File: config.mk
export PLATFORM = sky130hd
export DESIGN_NAME = alert_root_cause_inhibit_table_core
export DESIGN_NICKNAME = d
export VERILOG_FILES = /design/src/hw/rtl/arcit_pkg.sv /design/src/hw/rtl/alert_root_cause_inhibit_table_core.sv /design/src/hw/rtl/arcit_mem.sv /design/src/hw/rtl/arcit_scan.sv
export SDC_FILE = /design/constraint.sdc
export NUM_CORES = 2
export LEC_CHECK = 0
export BUFFER_PORTS_ARGS = -buffer_cell sky130_fd_sc_hd__clkbuf_2
export CORE_MARGIN = 1
export CORE_UTILIZATION = 35
export CTS_CLUSTER_DIAMETER = 50
export DETAILED_ROUTE_END_ITERATION = 10
export GPL_TIMING_DRIVEN = 0
export PLACE_DENSITY_LB_ADDON = 0.15
export RECOVER_POWER = 100
export SYNTH_ARGS = -nofsm -noshare
export SYNTH_HDL_FRONTEND = slang
export SYNTH_SLANG_ARGS = --single-unit
File: constraint.sdc
create_clock -name clk -period 17.7 [get_ports clk]
set_input_delay 1.77 -clock clk [delete_from_list [all_inputs] [get_ports clk]]
set_output_delay 1.77 -clock clk [all_outputs]
set_load 0.05 [all_outputs]
File: src/hw/rtl/arcit_pkg.sv
// Shared types, codes and helpers for the alert root-cause inhibit table.
`timescale 1ns / 1ps

package arcit_pkg;

    localparam int ACTION_W = 2;
    localparam int FIELD_W  = 16;
    localparam int EVENT_W  = 3;
    localparam int COUNT_W  = 6;
    localparam int TAIL_W   = 5;

    typedef enum logic [ACTION_W-1:0] {
        ACT_RAISE     = 2'd0,
        ACT_CLEAR     = 2'd1,
        ACT_CLEAR_ALL = 2'd2,
        ACT_QUERY     = 2'd3
    } action_t;

    typedef enum logic [EVENT_W-1:0] {
        EV_INHIBITED = 3'd0,
        EV_ACTIVE    = 3'd1,
        EV_DETECTED  = 3'd2,
        EV_CHANGED   = 3'd3,
        EV_COUNTS    = 3'd4,
        EV_FULL      = 3'd5
    } event_t;

    // Trailing results still to send, lowest bit first
    localparam logic [TAIL_W-1:0] TL_ACTIVE  = 5'b00001;
    localparam logic [TAIL_W-1:0] TL_DETECT  = 5'b00010;
    localparam logic [TAIL_W-1:0] TL_CHANGED = 5'b00100;
    localparam logic [TAIL_W-1:0] TL_COUNTS  = 5'b01000;
    localparam logic [TAIL_W-1:0] TL_FULL    = 5'b10000;

    // Lookup results gathered over one sweep of the table
    typedef struct packed {
        logic hit;
        logic hit_inh;
        logic hit_sym;
        logic hit_match;
        logic root_hit;
        logic root_inh;
    } scan_flags_t;

    function automatic event_t tail_code(input logic [TAIL_W-1:0] pick);
        event_t ev;
        case (pick)
            TL_ACTIVE:  ev = EV_ACTIVE;
            TL_DETECT:  ev = EV_DETECTED;
            TL_CHANGED: ev = EV_CHANGED;
            TL_COUNTS:  ev = EV_COUNTS;
            TL_FULL:    ev = EV_FULL;
            default:    ev = EV_COUNTS;
        endcase
        return ev;
    endfunction

endpackage

File: src/hw/rtl/alert_root_cause_inhibit_table_core.sv
// Top level: sequencer, entry memory, sweep checker and result register.
// Raise and clear sweep the table through the single read port of the entry
// memory and decide; unless a clear finds its key absent, each reported
// symptom is then read and written back and the trailing results are sent.
// Clear-all and query send one trailing result. One item at a time: a new
// item is taken only when the last is through, and output stalls hold the
// reporting states. Reset clears valid bits, counts and control at once;
// entry memory contents are never cleared.
`timescale 1ns / 1ps

module alert_root_cause_inhibit_table_core #(
    parameter int TABLE_ENTRIES = 32,
    parameter int KEY_BITS      = 16
) (
    input  logic                               clk,
    input  logic                               rst_n,
    input  logic                               in_valid,
    output logic                               in_ready,
    input  logic [arcit_pkg::ACTION_W-1:0]     action,
    input  logic [arcit_pkg::FIELD_W-1:0]      alert_key,
    input  logic                               has_root,
    input  logic [arcit_pkg::FIELD_W-1:0]      root_key,
    input  logic [arcit_pkg::FIELD_W-1:0]      severity_in,
    output logic                               out_valid,
    input  logic                               out_ready,
    output logic [arcit_pkg::EVENT_W-1:0]      event_res,
    output logic [arcit_pkg::FIELD_W-1:0]      event_key,
    output logic [arcit_pkg::FIELD_W-1:0]      event_severity,
    output logic [arcit_pkg::COUNT_W-1:0]      alert_count,
    output logic [arcit_pkg::COUNT_W-1:0]      inhibited_total,
    output logic                               last_result
);

    localparam int N  = TABLE_ENTRIES;
    localparam int IW = $clog2(N);
    localparam int CW = $clog2(N + 1);
    localparam int SW = CW + 1;
    // Keys arrive on 16-bit ports, so at most 16 bits take part
    localparam int KW = (KEY_BITS < arcit_pkg::FIELD_W) ? KEY_BITS : arcit_pkg::FIELD_W;
    localparam int SEVW = arcit_pkg::FIELD_W;

    // Entry word layout: key | root | symptom | inhibited | severity
    localparam int INH_BIT = SEVW;
    localparam int SYM_BIT = SEVW + 1;
    localparam int ROOT_LO = SEVW + 2;
    localparam int KEY_LO  = ROOT_LO + KW;
    localparam int EW      = KEY_LO + KW;

    localparam logic [IW-1:0] LAST_IDX = IW'(N - 1);

    typedef enum logic [2:0] {
        ST_IDLE,
        ST_SCAN,
        ST_DRAIN,
        ST_DECIDE,
        ST_RD,
        ST_WR,
        ST_TAIL
    } state_t;

    // Lowest set bit of a slot vector
    function automatic logic [IW-1:0] low_idx(input logic [N-1:0] v);
        logic [IW-1:0] r;
        r = '0;
        for (int i = N - 1; i >= 0; i--)
        begin
            if (v[i])
            begin
                r = IW'(i);
            end
        end
        return r;
    endfunction

    // Sequencer and item hold
    state_t                          state_reg, state_next;
    arcit_pkg::action_t              act_reg, act_next;
    logic [KW-1:0]                   key_reg, key_next;
    logic [KW-1:0]                   root_reg, root_next;
    logic                            sym_reg, sym_next;
    logic [SEVW-1:0]                 sev_reg, sev_next;
    logic [IW-1:0]                   scan_idx_reg, scan_idx_next;
    logic                            chk_vld_reg, chk_vld_next;
    logic [IW-1:0]                   chk_idx_reg, chk_idx_next;
    logic [IW-1:0]                   wr_idx_reg, wr_idx_next;
    logic [arcit_pkg::TAIL_W-1:0]    tail_reg, tail_next;
    logic [KW-1:0]                   tail_key_reg, tail_key_next;

    // Table bookkeeping
    logic [N-1:0]                    valid_reg, valid_next;
    logic [CW-1:0]                   cnt_reg, cnt_next;
    logic [CW-1:0]                   tally_reg, tally_next;

    // Result register
    logic                            out_valid_reg, out_valid_next;
    arcit_pkg::event_t               out_ev_reg, out_ev_next;
    logic [arcit_pkg::FIELD_W-1:0]   out_key_reg, out_key_next;
    logic [SEVW-1:0]                 out_sev_reg, out_sev_next;
    logic [CW-1:0]                   out_cnt_reg, out_cnt_next;
    logic [CW-1:0]                   out_inh_reg, out_inh_next;
    logic                            out_last_reg, out_last_next;

    // Memory port and checker controls
    logic                            mem_we;
    logic [IW-1:0]                   mem_waddr;
    logic [EW-1:0]                   mem_wdata;
    logic [IW-1:0]                   mem_raddr;
    logic [EW-1:0]                   mem_rdata;
    logic                            scan_start;
    logic                            clr_en;
    logic [IW-1:0]                   clr_idx;
    logic                            clr_all;
    logic [N-1:0]                    match_vec;
    logic [CW-1:0]                   match_cnt;
    logic [IW-1:0]                   hit_idx;
    arcit_pkg::scan_flags_t          scan_flags;

    // Decision helpers
    logic                            can_load;
    logic                            out_load;
    logic                            is_raise;
    logic [IW-1:0]                   free_idx;
    logic                            free_ok;
    logic [IW-1:0]                   slot;
    logic                            new_inh;
    logic [SW-1:0]                   nm;
    logic [SW-1:0]                   t1;
    logic [SW-1:0]                   t2;
    logic [SW-1:0]                   t3;
    logic [IW-1:0]                   sel_idx;
    logic [arcit_pkg::TAIL_W-1:0]    tail_pick;
    logic [arcit_pkg::TAIL_W-1:0]    tail_left;

    assign can_load = !out_valid_reg || out_ready;
    assign is_raise = (act_reg == arcit_pkg::ACT_RAISE);
    assign free_idx = low_idx(~valid_reg);
    assign free_ok  = |(~valid_reg);
    assign sel_idx  = low_idx(match_vec);
    assign slot     = scan_flags.hit ? hit_idx : free_idx;
    // A symptom starts inhibited when its root is held and not itself inhibited
    assign new_inh  = sym_reg && scan_flags.root_hit && !scan_flags.root_inh;

    // Lowest pending trailing result
    always_comb
    begin
        tail_pick = '0;
        for (int b = arcit_pkg::TAIL_W - 1; b >= 0; b--)
        begin
            if (tail_reg[b])
            begin
                tail_pick = arcit_pkg::TAIL_W'(1) << b;
            end
        end
    end
    assign tail_left = tail_reg & ~tail_pick;

    arcit_mem #(
        .DEPTH (N),
        .WIDTH (EW)
    ) u_mem (
        .clk   (clk),
        .we    (mem_we),
        .waddr (mem_waddr),
        .wdata (mem_wdata),
        .raddr (mem_raddr),
        .rdata (mem_rdata)
    );

    arcit_scan #(
        .N  (N),
        .KW (KW)
    ) u_scan (
        .clk       (clk),
        .rst_n     (rst_n),
        .start     (scan_start),
        .chk_vld   (chk_vld_reg),
        .chk_idx   (chk_idx_reg),
        .ent_valid (valid_reg[chk_idx_reg]),
        .ent_key   (mem_rdata[KEY_LO +: KW]),
        .ent_root  (mem_rdata[ROOT_LO +: KW]),
        .ent_sym   (mem_rdata[SYM_BIT]),
        .ent_inh   (mem_rdata[INH_BIT]),
        .is_raise  (is_raise),
        .item_key  (key_reg),
        .item_root (root_reg),
        .item_sym  (sym_reg),
        .clr_en    (clr_en),
        .clr_idx   (clr_idx),
        .clr_all   (clr_all),
        .match_vec (match_vec),
        .match_cnt (match_cnt),
        .hit_idx   (hit_idx),
        .flags     (scan_flags)
    );

    always_comb
    begin
        state_next     = state_reg;
        act_next       = act_reg;
        key_next       = key_reg;
        root_next      = root_reg;
        sym_next       = sym_reg;
        sev_next       = sev_reg;
        scan_idx_next  = scan_idx_reg;
        chk_vld_next   = 1'b0;
        chk_idx_next   = chk_idx_reg;
        wr_idx_next    = wr_idx_reg;
        tail_next      = tail_reg;
        tail_key_next  = tail_key_reg;
        valid_next     = valid_reg;
        cnt_next       = cnt_reg;
        tally_next     = tally_reg;
        out_valid_next = out_valid_reg && !out_ready;
        out_ev_next    = out_ev_reg;
        out_key_next   = out_key_reg;
        out_sev_next   = out_sev_reg;
        out_cnt_next   = out_cnt_reg;
        out_inh_next   = out_inh_reg;
        out_last_next  = out_last_reg;
        out_load       = 1'b0;
        mem_we         = 1'b0;
        mem_waddr      = slot;
        mem_wdata      = mem_rdata;
        mem_raddr      = scan_idx_reg;
        scan_start     = 1'b0;
        clr_en         = 1'b0;
        clr_idx        = hit_idx;
        clr_all        = 1'b0;
        nm             = '0;
        t1             = '0;
        t2             = '0;
        t3             = '0;

        case (state_reg)
            ST_IDLE:
            begin
                if (in_valid)
                begin
                    act_next  = arcit_pkg::action_t'(action);
                    key_next  = alert_key[KW-1:0];
                    root_next = root_key[KW-1:0];
                    sym_next  = has_root;
                    sev_next  = severity_in;
                    case (arcit_pkg::action_t'(action))
                        arcit_pkg::ACT_RAISE,
                        arcit_pkg::ACT_CLEAR:
                        begin
                            scan_start    = 1'b1;
                            scan_idx_next = '0;
                            state_next    = ST_SCAN;
                        end
                        arcit_pkg::ACT_CLEAR_ALL:
                        begin
                            // Drop every entry at once
                            valid_next    = '0;
                            cnt_next      = '0;
                            tally_next    = '0;
                            tail_next     = arcit_pkg::TL_CHANGED;
                            tail_key_next = '0;
                            state_next    = ST_TAIL;
                        end
                        default:
                        begin
                            tail_next     = arcit_pkg::TL_COUNTS;
                            tail_key_next = '0;
                            state_next    = ST_TAIL;
                        end
                    endcase
                end
            end

            ST_SCAN:
            begin
                // Issue one read per cycle; the checker sees it in the next cycle
                mem_raddr    = scan_idx_reg;
                chk_vld_next = 1'b1;
                chk_idx_next = scan_idx_reg;
                if (scan_idx_reg == LAST_IDX)
                begin
                    state_next = ST_DRAIN;
                end
                else
                begin
                    scan_idx_next = scan_idx_reg + 1'b1;
                end
            end

            ST_DRAIN:
            begin
                state_next = ST_DECIDE;
            end

            ST_DECIDE:
            begin
                if (is_raise)
                begin
                    if (!scan_flags.hit && !free_ok)
                    begin
                        tail_next     = arcit_pkg::TL_FULL;
                        tail_key_next = key_reg;
                        state_next    = ST_TAIL;
                    end
                    else
                    begin
                        // The replaced slot never reports itself
                        nm = SW'(match_cnt) - SW'(scan_flags.hit_match);
                        t1 = SW'(tally_reg) + nm;
                        t2 = (scan_flags.hit && scan_flags.hit_inh && (t1 != '0)) ?
                             t1 - 1'b1 : t1;
                        t3 = t2 + SW'(new_inh);
                        tally_next = CW'(t3);
                        cnt_next   = scan_flags.hit ? cnt_reg : cnt_reg + 1'b1;
                        clr_en     = scan_flags.hit && scan_flags.hit_match;
                        clr_idx    = hit_idx;
                        mem_we     = 1'b1;
                        mem_waddr  = slot;
                        mem_wdata  = {key_reg, (sym_reg ? root_reg : {KW{1'b0}}),
                                      sym_reg, new_inh, sev_reg};
                        valid_next[slot] = 1'b1;
                        tail_next     = arcit_pkg::TL_CHANGED |
                                        (sym_reg ? '0 : arcit_pkg::TL_DETECT) |
                                        (new_inh ? '0 : arcit_pkg::TL_ACTIVE);
                        tail_key_next = key_reg;
                        state_next    = ST_RD;
                    end
                end
                else if (scan_flags.hit)
                begin
                    // Clearing a symptom releases nothing
                    nm = scan_flags.hit_sym ? '0 :
                         SW'(match_cnt) - SW'(scan_flags.hit_match);
                    t1 = (scan_flags.hit_inh && (tally_reg != '0)) ?
                         SW'(tally_reg) - 1'b1 : SW'(tally_reg);
                    t2 = (t1 >= nm) ? t1 - nm : '0;
                    tally_next = CW'(t2);
                    cnt_next   = cnt_reg - 1'b1;
                    clr_all    = scan_flags.hit_sym;
                    clr_en     = scan_flags.hit_match;
                    clr_idx    = hit_idx;
                    valid_next[hit_idx] = 1'b0;
                    tail_next     = arcit_pkg::TL_CHANGED;
                    tail_key_next = key_reg;
                    state_next    = ST_RD;
                end
                else
                begin
                    // Absent key: no change, no result
                    state_next = ST_IDLE;
                end
            end

            ST_RD:
            begin
                if (|match_vec)
                begin
                    mem_raddr   = sel_idx;
                    wr_idx_next = sel_idx;
                    state_next  = ST_WR;
                end
                else
                begin
                    state_next = ST_TAIL;
                end
            end

            ST_WR:
            begin
                // Hold the read address so the data stays while stalled
                mem_raddr = wr_idx_reg;
                if (can_load)
                begin
                    out_load       = 1'b1;
                    out_valid_next = 1'b1;
                    out_ev_next    = is_raise ? arcit_pkg::EV_INHIBITED :
                                                arcit_pkg::EV_ACTIVE;
                    out_key_next   = arcit_pkg::FIELD_W'(mem_rdata[KEY_LO +: KW]);
                    out_sev_next   = '0;
                    out_cnt_next   = cnt_reg;
                    out_inh_next   = tally_reg;
                    out_last_next  = 1'b0;
                    mem_we         = 1'b1;
                    mem_waddr      = wr_idx_reg;
                    mem_wdata      = mem_rdata;
                    mem_wdata[INH_BIT] = is_raise;
                    clr_en         = 1'b1;
                    clr_idx        = wr_idx_reg;
                    state_next     = ST_RD;
                end
            end

            ST_TAIL:
            begin
                if (can_load)
                begin
                    out_load       = 1'b1;
                    out_valid_next = 1'b1;
                    out_ev_next    = arcit_pkg::tail_code(tail_pick);
                    out_key_next   = arcit_pkg::FIELD_W'(tail_key_reg);
                    out_sev_next   = (tail_pick == arcit_pkg::TL_DETECT) ? sev_reg : '0;
                    out_cnt_next   = cnt_reg;
                    out_inh_next   = tally_reg;
                    out_last_next  = (tail_left == '0);
                    tail_next      = tail_left;
                    if (tail_left == '0)
                    begin
                        state_next = ST_IDLE;
                    end
                end
            end

            default:
            begin
                state_next = ST_IDLE;
            end
        endcase
    end

    always_ff @(posedge clk or negedge rst_n)
    begin
        if (!rst_n)
        begin
            state_reg     <= ST_IDLE;
            act_reg       <= arcit_pkg::ACT_QUERY;
            key_reg       <= '0;
            root_reg      <= '0;
            sym_reg       <= 1'b0;
            sev_reg       <= '0;
            scan_idx_reg  <= '0;
            chk_vld_reg   <= 1'b0;
            chk_idx_reg   <= '0;
            wr_idx_reg    <= '0;
            tail_reg      <= '0;
            tail_key_reg  <= '0;
            valid_reg     <= '0;
            cnt_reg       <= '0;
            tally_reg     <= '0;
            out_valid_reg <= 1'b0;
            out_ev_reg    <= arcit_pkg::EV_COUNTS;
            out_key_reg   <= '0;
            out_sev_reg   <= '0;
            out_cnt_reg   <= '0;
            out_inh_reg   <= '0;
            out_last_reg  <= 1'b0;
        end
        else
        begin
            state_reg     <= state_next;
            act_reg       <= act_next;
            key_reg       <= key_next;
            root_reg      <= root_next;
            sym_reg       <= sym_next;
            sev_reg       <= sev_next;
            scan_idx_reg  <= scan_idx_next;
            chk_vld_reg   <= chk_vld_next;
            chk_idx_reg   <= chk_idx_next;
            wr_idx_reg    <= wr_idx_next;
            tail_reg      <= tail_next;
            tail_key_reg  <= tail_key_next;
            valid_reg     <= valid_next;
            cnt_reg       <= cnt_next;
            tally_reg     <= tally_next;
            out_valid_reg <= out_valid_next;
            out_ev_reg    <= out_ev_next;
            out_key_reg   <= out_key_next;
            out_sev_reg   <= out_sev_next;
            out_cnt_reg   <= out_cnt_next;
            out_inh_reg   <= out_inh_next;
            out_last_reg  <= out_last_next;
        end
    end

    // Take a new item only between items; a pending result transfer
    // does not block acceptance
    assign in_ready        = (state_reg == ST_IDLE);
    assign out_valid       = out_valid_reg;
    assign event_res       = out_ev_reg;
    assign event_key       = out_key_reg;
    assign event_severity  = out_sev_reg;
    assign alert_count     = arcit_pkg::COUNT_W'(out_cnt_reg);
    assign inhibited_total = arcit_pkg::COUNT_W'(out_inh_reg);
    assign last_result     = out_last_reg;

    // Inhibited entries are always a subset of the held entries
    a_tally_le_count: assert property (@(posedge clk) disable iff (!rst_n)
        tally_reg <= cnt_reg)
        else $error("inhibited tally exceeds alert count");

    a_count_bound: assert property (@(posedge clk) disable iff (!rst_n)
        cnt_reg <= CW'(N))
        else $error("alert count beyond table size");

    a_release_valid: assert property (@(posedge clk) disable iff (!rst_n)
        (state_reg == ST_WR && out_load) |-> valid_reg[wr_idx_reg])
        else $error("symptom update hits an empty slot");

    a_check_in_sweep: assert property (@(posedge clk) disable iff (!rst_n)
        chk_vld_reg |-> (state_reg == ST_SCAN || state_reg == ST_DRAIN))
        else $error("lookup check outside the sweep");

    a_clear_drops_one: assert property (@(posedge clk) disable iff (!rst_n)
        (state_reg == ST_DECIDE && act_reg == arcit_pkg::ACT_CLEAR && scan_flags.hit)
        |=> (cnt_reg == $past(cnt_reg) - 1'b1))
        else $error("clear did not drop exactly one entry");

endmodule

File: src/hw/rtl/arcit_mem.sv
// Entry memory: one write port, one read port, registered read data.
`timescale 1ns / 1ps

module arcit_mem #(
    parameter int DEPTH = 32,
    parameter int WIDTH = 50
) (
    input  logic                     clk,
    input  logic                     we,
    input  logic [$clog2(DEPTH)-1:0] waddr,
    input  logic [WIDTH-1:0]         wdata,
    input  logic [$clog2(DEPTH)-1:0] raddr,
    output logic [WIDTH-1:0]         rdata
);

    logic [WIDTH-1:0] mem [DEPTH];
    logic [WIDTH-1:0] rdata_reg;

    always_ff @(posedge clk)
    begin
        if (we)
        begin
            mem[waddr] <= wdata;
        end
        rdata_reg <= mem[raddr];
    end

    assign rdata = rdata_reg;

endmodule

File: src/hw/rtl/arcit_scan.sv
// Sweep checker: key lookup, root lookup and symptom match vector.
`timescale 1ns / 1ps

module arcit_scan #(
    parameter int N  = 32,
    parameter int KW = 16
) (
    input  logic                      clk,
    input  logic                      rst_n,
    input  logic                      start,
    input  logic                      chk_vld,
    input  logic [$clog2(N)-1:0]      chk_idx,
    input  logic                      ent_valid,
    input  logic [KW-1:0]             ent_key,
    input  logic [KW-1:0]             ent_root,
    input  logic                      ent_sym,
    input  logic                      ent_inh,
    input  logic                      is_raise,
    input  logic [KW-1:0]             item_key,
    input  logic [KW-1:0]             item_root,
    input  logic                      item_sym,
    input  logic                      clr_en,
    input  logic [$clog2(N)-1:0]      clr_idx,
    input  logic                      clr_all,
    output logic [N-1:0]              match_vec,
    output logic [$clog2(N+1)-1:0]    match_cnt,
    output logic [$clog2(N)-1:0]      hit_idx,
    output arcit_pkg::scan_flags_t    flags
);

    localparam int IW = $clog2(N);
    localparam int CW = $clog2(N + 1);

    logic [N-1:0]           match_vec_reg, match_vec_next;
    logic [CW-1:0]          match_cnt_reg, match_cnt_next;
    logic [IW-1:0]          hit_idx_reg, hit_idx_next;
    arcit_pkg::scan_flags_t flags_reg, flags_next;
    logic                   match;

    // Symptom naming the item key: a root raise takes uninhibited ones,
    // a clear takes inhibited ones
    assign match = ent_valid && ent_sym && (ent_root == item_key) &&
                   (is_raise ? (!item_sym && !ent_inh) : ent_inh);

    always_comb
    begin
        match_vec_next = match_vec_reg;
        match_cnt_next = match_cnt_reg;
        hit_idx_next   = hit_idx_reg;
        flags_next     = flags_reg;
        if (start)
        begin
            match_vec_next = '0;
            match_cnt_next = '0;
            flags_next     = '0;
        end
        else if (chk_vld)
        begin
            if (match)
            begin
                match_vec_next[chk_idx] = 1'b1;
                match_cnt_next = match_cnt_reg + 1'b1;
            end
            if (ent_valid && (ent_key == item_key))
            begin
                hit_idx_next         = chk_idx;
                flags_next.hit       = 1'b1;
                flags_next.hit_inh   = ent_inh;
                flags_next.hit_sym   = ent_sym;
                flags_next.hit_match = match;
            end
            if (ent_valid && (ent_key == item_root))
            begin
                flags_next.root_hit = 1'b1;
                flags_next.root_inh = ent_inh;
            end
        end
        else if (clr_all)
        begin
            match_vec_next = '0;
        end
        else if (clr_en)
        begin
            match_vec_next[clr_idx] = 1'b0;
        end
    end

    always_ff @(posedge clk or negedge rst_n)
    begin
        if (!rst_n)
        begin
            match_vec_reg <= '0;
            match_cnt_reg <= '0;
            hit_idx_reg   <= '0;
            flags_reg     <= '0;
        end
        else
        begin
            match_vec_reg <= match_vec_next;
            match_cnt_reg <= match_cnt_next;
            hit_idx_reg   <= hit_idx_next;
            flags_reg     <= flags_next;
        end
    end

    assign match_vec = match_vec_reg;
    assign match_cnt = match_cnt_reg;
    assign hit_idx   = hit_idx_reg;
    assign flags     = flags_reg;

endmodule

==> flow_summary.toml <==
[yosys]
synth_edf_count = 1088
synth-main-ff-cell = "edfxtp_1"
yosysUniqueCellTypes = 90
synthArstFlopShare = 0.172
synth_seq_cells = 1355
syn_area_um2 = 57500
syn-num-nets = 4507
syn_area_per_cell_um2 = 13.0
synth_cells = 4421
ys_seq_area_frac = 0.682
yosysWarnings = 0

[setup_path]
r2r-start = "u_scan.match_vec[11]$_DFFE_PN0P_"
cpMaxStageDelayCell = "clkbuf_1"
r2r-end = "u_mem.rdata[39]$_DFF_P_"
worstPathBufferInverterCount = 2
reg2reg_setup_slack_ps = 10690
cp_cell_sequence = "clkbuf_1 -> clkbuf_1"
worstSetupStartpointType = "primary input"
worstPathRequired_ps = 17310
crit_top_cell = "clkbuf_1"
critPathMaxFanout = 95
max_stage_delay_ps = 3880
crit_type = "in -> async"
cp_data_arrival_time_ps = 8260
rr_worst_depth = 11
path_delay_family = "buffers and inverters"
cp-end-kind = "asynchronous set/reset pin"

[place]
placed_cell_area_um2 = 62400
numPortBuffers = 104
dp_cells = 6859
post-dp-hpwl_mm = 143
gp_congestion = 0.902

[timing]
finalSetupViolCount = 0
clock.fmax_mhz = 116
slew_headroom = -2.56
fin_setup_tns_ps = 0
tightest_slew_ps = 5340
rsz0062_at_grt = "false"
final_hold_viol_count = 0
skew_ps = 35.9
period_share = 0.488
final_max_slew_viol_count = 385
fin_crit_ps = 8640

[global_routing]
grt_pass1_vias = 38200
grt_overflow = 0
grt_max_degree = 96
grt_antenna_before_repair = 8
grt_use_total = 0.229
grt_pass1_wl_mm = 277

[clock_tree]
cts_max_path_buffers = 3
clk_pin_slew_ps = 50
cts_setup_buffers = 0
ctsHoldBuffers = 0
clkLatencyLatePin_ps = 810
cts_buffers = 162
cts_htree_levels = 4
cts-root-buf = "clkbuf_16"
cts_resized = 0
cts_sinks = 1355
tritoncts = "yes"

[job]
cap_violations = 17

[cells_and_area]
utilization = 0.408
post-route-cell-area_um2 = 66400
layout.nets = 4935
layout-drive-gt1-share = 0.113
stdcell_count = 7159
largest_reg_flops = 1088
fill_cells = 15500
area_growth_pct = 15.6

[floorplanning]
fp-row-count = 148
fp.dieArea_um2 = 166000
die_width_um = 407
fp.dieH_um = 407
coreArea_um2 = 163000
ios = 105
floorplan.initialDensity = 0.353

[routing]
vias = 39300
firstDrtPassIters = 6
wl_per_cell_um = 27.0
drtIter0Drc = 4001
route.detailed.drc = 0
viasPerCell = 5.49
wl_mm = 193
ant_nets = 0

[worst_hold_path]
hold_start = "alert_count[5]$_DFFE_PN0P_"
hold_path_class = "reg -> reg"
holdPathStages = 2
min_to = "alert_count[5]$_DFFE_PN0P_"

[pwr]
p_total_mw = 13.2
ir_drop_mv = 0.122
leakage_nw = 23.3
powerDensity_nw_per_um2 = 199

[outcome]
violations = "capacitance limit, slew limit"
outcome = "finished with violations"
cell families after synthesis:
| logic type | count (synthesis) | share of synthesized area |
|---|---|---|
| simple gates | 1546 | 0.131 |
| flops | 1355 | 0.682 |
| compound gates | 829 | 0.0929 |
| buf+inv | 347 | 0.0307 |
| mux | 234 | 0.0442 |
| xor+xnor | 79 | 0.0120 |
| fa+ha+maj | 31 | 0.00714 |
cells in the mapped netlist, types with 79 or more instances:
library cell,instances,area [um^2]
o21ai_0,129,646
edfxtp_1,1088,32700
o22ai_1,105,657
nand2_1,480,1800
a21oi_1,243,1220
mux2i_1,147,1470
dfrtp_1,230,5760
clkbuf_1,122,458
mux2_2,79,890
nor2_1,138,518
o211ai_1,144,1080
buf_2,124,621
nand3_1,677,3390
through the flow:
stage          setup slack, ps  hold WS, ps
5_1_grt                   7350          497
6_report                  9060          462
3_5_place_dp             11810          458
2_1_floorplan            10950          450
3_3_place_gp              5540          454
4_1_cts                  12120          470
report_power, final:
group / total, mW / internal, mW / switching (mW)
Combinational: 5.37 / 1.48 / 3.90
Sequential: 4.50 / 4.19 / 0.309
Clock: 3.36 / 1.99 / 1.37
Total: 13.2 / 7.66 / 5.57
final cells by class:
cell class,instances,area (um^2),area share
Antenna cell,6,15.0,0.000226
Buffer,308,1610,0.0242
Clock buffer,199,4320,0.0650
Clock inverter,94,1040,0.0157
Inverter,39,146,0.00220
Multi-Input combinational cell,2719,16300,0.245
Sequential cell,1355,39200,0.590
Tap cell,2175,2720,0.0410
Timing Repair Buffer,264,1080,0.0163
placed cells by master, fill, tap and decap left out, types with 11 or more instances in the layout:
master,instances
a21oi_1,243
a22o_1,37
a31oi_1,25
buf_2,119
buf_4,20
buf_6,24
bufinv_16,17
clkbuf_1,371
clkbuf_16,165
clkbuf_2,53
clkinv_1,25
clkinv_2,15
clkinv_4,11
dfrtp_1,230
dfxtp_1,34
edfxtp_1,1088
ha_1,28
inv_1,38
inv_6,13
mux2_1,17
mux2_2,62
mux2i_1,147
nand2_1,480
nand2b_1,29
nand3_1,677
nand4_1,24
nor2_1,139
nor2b_1,19
nor3_1,32
nor4_1,70
o211ai_1,144
o21ai_0,132
o22a_1,14
o22ai_1,105
o31ai_1,11
o32ai_1,35
xnor2_1,30
xor2_1,49
routing by layer:
layer,routed length [um],GRT usage,vias up
met3,12700,0.0402,294
met2,94000,0.384,1409
met4,5620,0.0656,0
met1,81100,0.304,19900
met5,0,0,-
li1,-,-,17700
how the worst max path moves through the flow:
stage | from | endpoint | slack (ps) | depth (start not counted)
finish | rst_n | sev_reg[4]$_DFFE_PN0P_ | 9060 | 2
detailed placement | out_ready | u_mem.mem[16][47]$_DFFE_PP_ | 11810 | 11
global placement | state_reg[0]$_DFFE_PN0P_ | u_mem.mem[27][35]$_DFFE_PP_ | 5540 | 9
CTS | state_reg[2]$_DFFE_PN0P_ | u_mem.mem[31][45]$_DFFE_PP_ | 12120 | 13
global route | rst_n | event_severity[4]$_DFFE_PN0P_ | 7350 | 2
floorplan | out_ready | u_mem.mem[11][16]$_DFFE_PP_ | 10950 | 7
Note: power is estimated with default switching activity, not from simulation.
